==> config.mk <==
export PLATFORM = sky130hd
export DESIGN_NAME = m4v4_matrix_regs
export DESIGN_NICKNAME = d
export VERILOG_FILES = /design/src/design/mat4_vec4_transform_unit_defines.svh /design/src/design/m4v4_pkg.sv /design/src/design/m4v4_matrix_regs.sv
export SDC_FILE = /design/constraint.sdc
export NUM_CORES = 1
export LEC_CHECK = 0
export BUFFER_PORTS_ARGS = -buffer_cell sky130_fd_sc_hd__buf_4
export CAP_MARGIN = 5
export CORE_MARGIN = 1
export CORE_UTILIZATION = 40
export DETAILED_ROUTE_END_ITERATION = 8
export GPL_TIMING_DRIVEN = 0
export PLACE_DENSITY = 0.68
export SLEW_MARGIN = 20
export SYNTH_ARGS = -nofsm -noshare
export SYNTH_HDL_FRONTEND = slang
export SYNTH_SLANG_ARGS = --single-unit
==> constraint.sdc <==
create_clock -name clock -period 1.55 [get_ports clock]
set_input_delay 0.155 -clock clock [delete_from_list [all_inputs] [get_ports clock]]
set_output_delay 0.155 -clock clock [all_outputs]
set_load 0.02 [all_outputs]
==> src/design/mat4_vec4_transform_unit_defines.svh <==
// ----------------------------------------------------------------------------
// mat4_vec4_transform_unit_defines
// assertion macros shared by the transform unit
// ----------------------------------------------------------------------------
`ifndef MAT4_VEC4_TRANSFORM_UNIT_DEFINES_SVH
`define MAT4_VEC4_TRANSFORM_UNIT_DEFINES_SVH

// overlapping implication, checked outside reset
`define M4V4_ASSERT_IMPLIES(lbl, clk, rst, ante, cons, msg) \
   lbl: assert property (@(posedge clk) disable iff (rst) (ante) |-> (cons)) else $error(msg);

// next-cycle implication, checked outside reset
`define M4V4_ASSERT_NEXT(lbl, clk, rst, ante, cons, msg) \
   lbl: assert property (@(posedge clk) disable iff (rst) (ante) |=> (cons)) else $error(msg);

`endif

==> src/design/m4v4_pkg.sv <==
// ----------------------------------------------------------------------------
// m4v4_pkg
// types and constants of the 4x4 matrix by vector transform unit
// ----------------------------------------------------------------------------
`default_nettype none

package m4v4_pkg;

   localparam int DIM      = 4;
   localparam int ENTRY_W  = 32;
   localparam int PROD_W   = 2 * ENTRY_W;
   localparam int PAIR_W   = PROD_W + 1;
   localparam int SUM_W    = PROD_W + 2;
   localparam int LATENCY  = 4;

   // action codes
   localparam logic ACT_LOAD      = 1'b0;
   localparam logic ACT_TRANSFORM = 1'b1;

   // mode codes
   localparam logic MODE_COLUMN = 1'b0;
   localparam logic MODE_ROW    = 1'b1;

   typedef logic signed [ENTRY_W-1:0] entry_type;
   typedef entry_type [DIM-1:0]       vec_type;
   typedef vec_type [DIM-1:0]         mat_type;

   typedef struct packed {
      logic             action;
      logic [3:0]       entry_index;
      logic signed [31:0] entry_value;
      logic signed [31:0] vec_x;
      logic signed [31:0] vec_y;
      logic signed [31:0] vec_z;
      logic signed [31:0] vec_w;
   } req_type;

   typedef struct packed {
      logic signed [31:0] out_x;
      logic signed [31:0] out_y;
      logic signed [31:0] out_z;
      logic signed [31:0] out_w;
      logic               saturated;
   } rsp_type;

   // load request toward the matrix store
   typedef struct packed {
      logic       wr_en;
      logic [3:0] index;
      entry_type  value;
   } load_type;

endpackage

`default_nettype wire

==> src/design/m4v4_matrix_regs.sv <==
// ----------------------------------------------------------------------------
// m4v4_matrix_regs
// matrix entry registers with identity reset and per-lane operand selection
// ----------------------------------------------------------------------------
`default_nettype none

module m4v4_matrix_regs
   import m4v4_pkg::*;
#(
   parameter int FRAC_BITS = 16
) (
   input  wire logic     clock,
   input  wire logic     reset,
   input  wire load_type load,
   input  wire logic     mode,
   output mat_type       opnd
);

   localparam entry_type ONE = ENTRY_W'(1) << FRAC_BITS;

   mat_type mat_ff;

   always_ff @(posedge clock) begin
      if (reset) begin
         for (int r = 0; r < DIM; r++) begin
            for (int c = 0; c < DIM; c++) begin
               mat_ff[r][c] <= (r == c) ? ONE : '0;
            end
         end
      end else if (load.wr_en) begin
         mat_ff[load.index[3:2]][load.index[1:0]] <= load.value;
      end
   end

   // lane i, term j: M[i][j] for column vectors, M[j][i] for row vectors
   always_comb begin
      for (int i = 0; i < DIM; i++) begin
         for (int j = 0; j < DIM; j++) begin
            opnd[i][j] = (mode == MODE_ROW) ? mat_ff[j][i] : mat_ff[i][j];
         end
      end
   end

endmodule

`default_nettype wire

; Word-level counts from Yosys, hierarchy flattened
; Index checks and enable logic that the tools add are counted.
[word_totals]
regBits = 512
latchBits = 0
ram_bits = 0
mem_bits_ro = 0
in_bits = 40
elab_cells = 39
memories = 0
[op_classes]
addsub = 0
mul = 0
div = 0
magnitude_cmp = 4
n_eq_ne = 0
shift = 0
mux = 17
bitwise_logic = 0
n_reduce_logical = 2
[ops]
columns = op, n
row1 = bitwise mux 512 bit, 1
row2 = two-way mux 32 bit, 13
row3 = demux 128 bit (select 2 bit), 1
row4 = two-way mux 128 bit, 1
row5 = demux 32 bit (select 2 bit), 1
row6 = "less-than comparator 2 x 3 -> 1 bit, second input constant", 2
row7 = "greater-or-equal comparator 2 x 1 -> 1 bit, second input constant", 2
row8 = logical AND 1 bit, 2

; Depth between registers and ports, before layout
[depth]
word_depth = 7
depth_mapped = 7
mapped_depth_nobuf = 3

; Worst setup path after synthesis
; Ideal clock, no wire load.
[synth_path]
path_type = in2out
start = input mode
end = output opnd[100] (netlist bit)
t_arrival_ns = 1.185
required_time_ns = 1.395
slack_ns = 0.210
path_stages = 4
path_cell_list = clkbuf_1 > clkbuf_1 > buf_2 > mux2_2
[synth_lines]
columns = element, line_no
row1 = from (decl), m4v4_matrix_regs.sv:15  ; input wire logic mode,
row2 = to (decl), m4v4_matrix_regs.sv:16  ; output mat_type opnd

==> out/metrics.csv <==
metric;value;unit
status;complete, but fails checks;
failing checks;negative setup slack;
Async S/R FF share, synth;0;
minimum clock period;1.586;ns
sequential power share;0.438;
final cycle utilization of the critical path;1.023;
Post-DP Area;30570;sq um
Yosys reg bits;512;
GP Congestion;0.8831;
Synth Instances;2327;
TritonCTS Buffers;56;
Max Fclk;630.6;MHz
Reg2Reg Depth;4;
Comb pwr share;0.098;
clock-pin slew on the worst setup and hold paths;0.06;ns
Layout Nets;2984;
slowest stage delay, CP;0.71;ns
syn_area_per_cell;10.92;sq um
sequential area share after synthesis;0.4034;
clock sink count;512;
top_reg_cell synth;dfxtp_1;
Routed Antenna Nets;0;
post-synth cell types;19;
die area;64530;sq um
port bufs;547;
final-layout fill cell count;5426;
most frequent cells in the layout;nand2b_1, mux2i_1, buf_4;
Iter 0 DRT Violations;828;
CP max FO;10;
type of the worst setup path;in2reg;
initial antenna violation count;4;
CTS max path bufs;3;
Top delay family on crit path;buffers and inverters;
final worst setup slack;-0.03591;ns
GRT overflow;0;
max-slew violation count;0;
Slowest-stage cell, CP;clkdlybuf4s15_1;
Layout Skew;0;ns
Total Wirelength;94420;um
Worst-Skew Late Latency;0.60;ns
Pint;23.20;mW
Max Cap Viol;0;
total power;30.76;mW
Final HPWL DP;70640;um
worst hold path startpoint;load[26];
Reg2Reg Setup Slack;0.71;ns
CP bufs+invs;2;
Worst Setup Start Kind;primary input;
core area;62970;sq um
worst path arrival time;2.04;ns
vias per cell;5.009;
VDD IR max;861.3;uV
Hold Violations, Final;0;
Mapped Area;25410;sq um
static leakage power;17.87;nW
Slew HR;0.4181;
EDFF count, synth;0;
Core Util, Final;0.5536;
PwrDens;882.5;nW/um^2
ranking of synthesized cells by area;dfxtp_1, mux2i_1, mux2_2, nand2b_1, buf_4;
Final Cell Area;34860;sq um
Slew @ Worst Pin;0.8729;ns
number of remaining DRC errors;0;
hold path depth;4;
TritonCTS clock tree;built;
1st-pass router iterations;5;
Synth area leader;dfxtp_1;
crit path cell chain;clkbuf_1, clkdlybuf4s15_1, nor2_2, mux2i_1;
Starting Density;0.4035;
IO Pins;552;
CTS HTree Levels;2;
# rows;92;
Hold Crit Class;in2reg;
first-pass GRT wire length;133900;um
DIE WIDTH;254.0;um
Layout area overhead;37.20;%
clock group share of total power;0.464;
Yosys Warn Count;0;
Post-Syn Nets;2367;
layout cells sized above 1;0.5216;
GR Util All Layers;0.2834;
number of global-route vias before repair;20240;
switching share of total power;0.2458;
worst flop-to-flop path startpoint;mat_ff[54];
Clock Tree Root;clkbuf_16;
NetSw;7.561;mW
Worst Path Required;2.01;ns
crit end category;register;
RR Endpoint;mat_ff[54];
RSZ-0062 raised after global routing;yes;
DR WL/cell;24.61;um
post-synth top area share;0.4034;
largest net degree at the start of global routing;15;
WHS Endpoint;mat_ff[442];
die height;254.0;um
vias post-DR;19220;
Setup violations, final;5;
commonest non-fill, non-tap cell in the layout;nand2b_1;
worst max path at each step:
stage                           end  slack (ns)  depth (start not counted)   startpoint
after floorplan           opnd[100]        0.21                          4         mode
after global placement    opnd[192]       -0.93                          5         mode
after detailed placement   opnd[96]        -1.0                          5         mode
after CTS                 opnd[154]       -0.03                          2  mat_ff[154]
after global routing      opnd[154]       -0.03                          2  mat_ff[154]
final                      opnd[16]       -0.04                          4        reset
worst register-to-register path, cell delays in order, from the launching register on:
cell,delay (ns)
dfxtp_2,0.32
buf_4,0.12
buf_4,0.12
nand2b_1,0.06
mux2i_1,0.06
final cells by class:
type	count	area (sq um)	share of cell area
antenna	2	5.005	0.0001436
tap	846	1059	0.03037
clock inverter	25	351.6	0.01009
timing repair buffer	559	5273	0.1513
buffer	349	2415	0.06927
sequential	512	10560	0.3030
clock buffer	78	1605	0.04605
multi-input combinational	1466	13590	0.3899
kinds of logic (layout without fill, tap and decap cells):
kind of cell,count (synthesis),after routing,synth area share
buffers and inverters,349,1011,0.08337
muxes,896,896,0.3719
and+or+nand+nor,570,570,0.1413
other,0,2,0
DFF,512,512,0.4034
metrics by stage:
stage	hold WS, ns	setup WS (ns)	cells	setup TNS (ns)
2_1_floorplan	0.3455	0.2099	2327	0
3_3_place_gp	0.4628	-0.9281	3720	-358.81
3_5_place_dp	0.4664	-0.9975	3720	-396.45
4_1_cts	0.006498	-0.03490	3828	-0.8130
5_1_grt	0.03459	-0.02945	3835	-0.7395
6_report	0.03087	-0.03591	3837	-0.09118
routing by layer:
| layer | wire [um] | track usage | part of all wire |
|---|---|---|---|
| met1 | 40430 | 0.3535 | 0.43 |
| met2 | 46110 | 0.4835 | 0.49 |
| met3 | 4494 | 0.04988 | 0.048 |
| met4 | 3368 | 0.1091 | 0.036 |
| met5 | 13 | 0 | 0.00014 |
registers in the layout (all words and copies together) (netlist names):
signal / cells
mat_ff: 384
opnd: 128
cells in the mapped netlist (all sizes together), types with 2 or more instances:
library cell,instances
nand2b,540
dfxtp,512
mux2i,512
mux2,384
buf,257
clkbuf,92
nand2,12
nor2,6
nand3,4
and2,2
and3b,2
nor2b,2
power groups by stage:
stage | combinational, mW | sequential (mW) | clock, mW
finish | 3.02 | 13.5 | 14.3
global route | 3.13 | 13.5 | 15.0
CTS | 2.97 | 13.5 | 14.5
detailed placement | 2.75 | 13.7 | 0
global placement | 2.72 | 13.7 | 0
floorplan | 1.64 | 13.7 | 0
timing repair:
action                                  4_1_cts  5_1_grt
resized for setup                           568      205
endpoints found under the setup margin      384      214
hold buffers                                  1        0
cloned                                        0        0
buffers inserted                              4        7
hold endpoints to repair                      3        0
No activity file was read; power rests on OpenSTA's default activity.
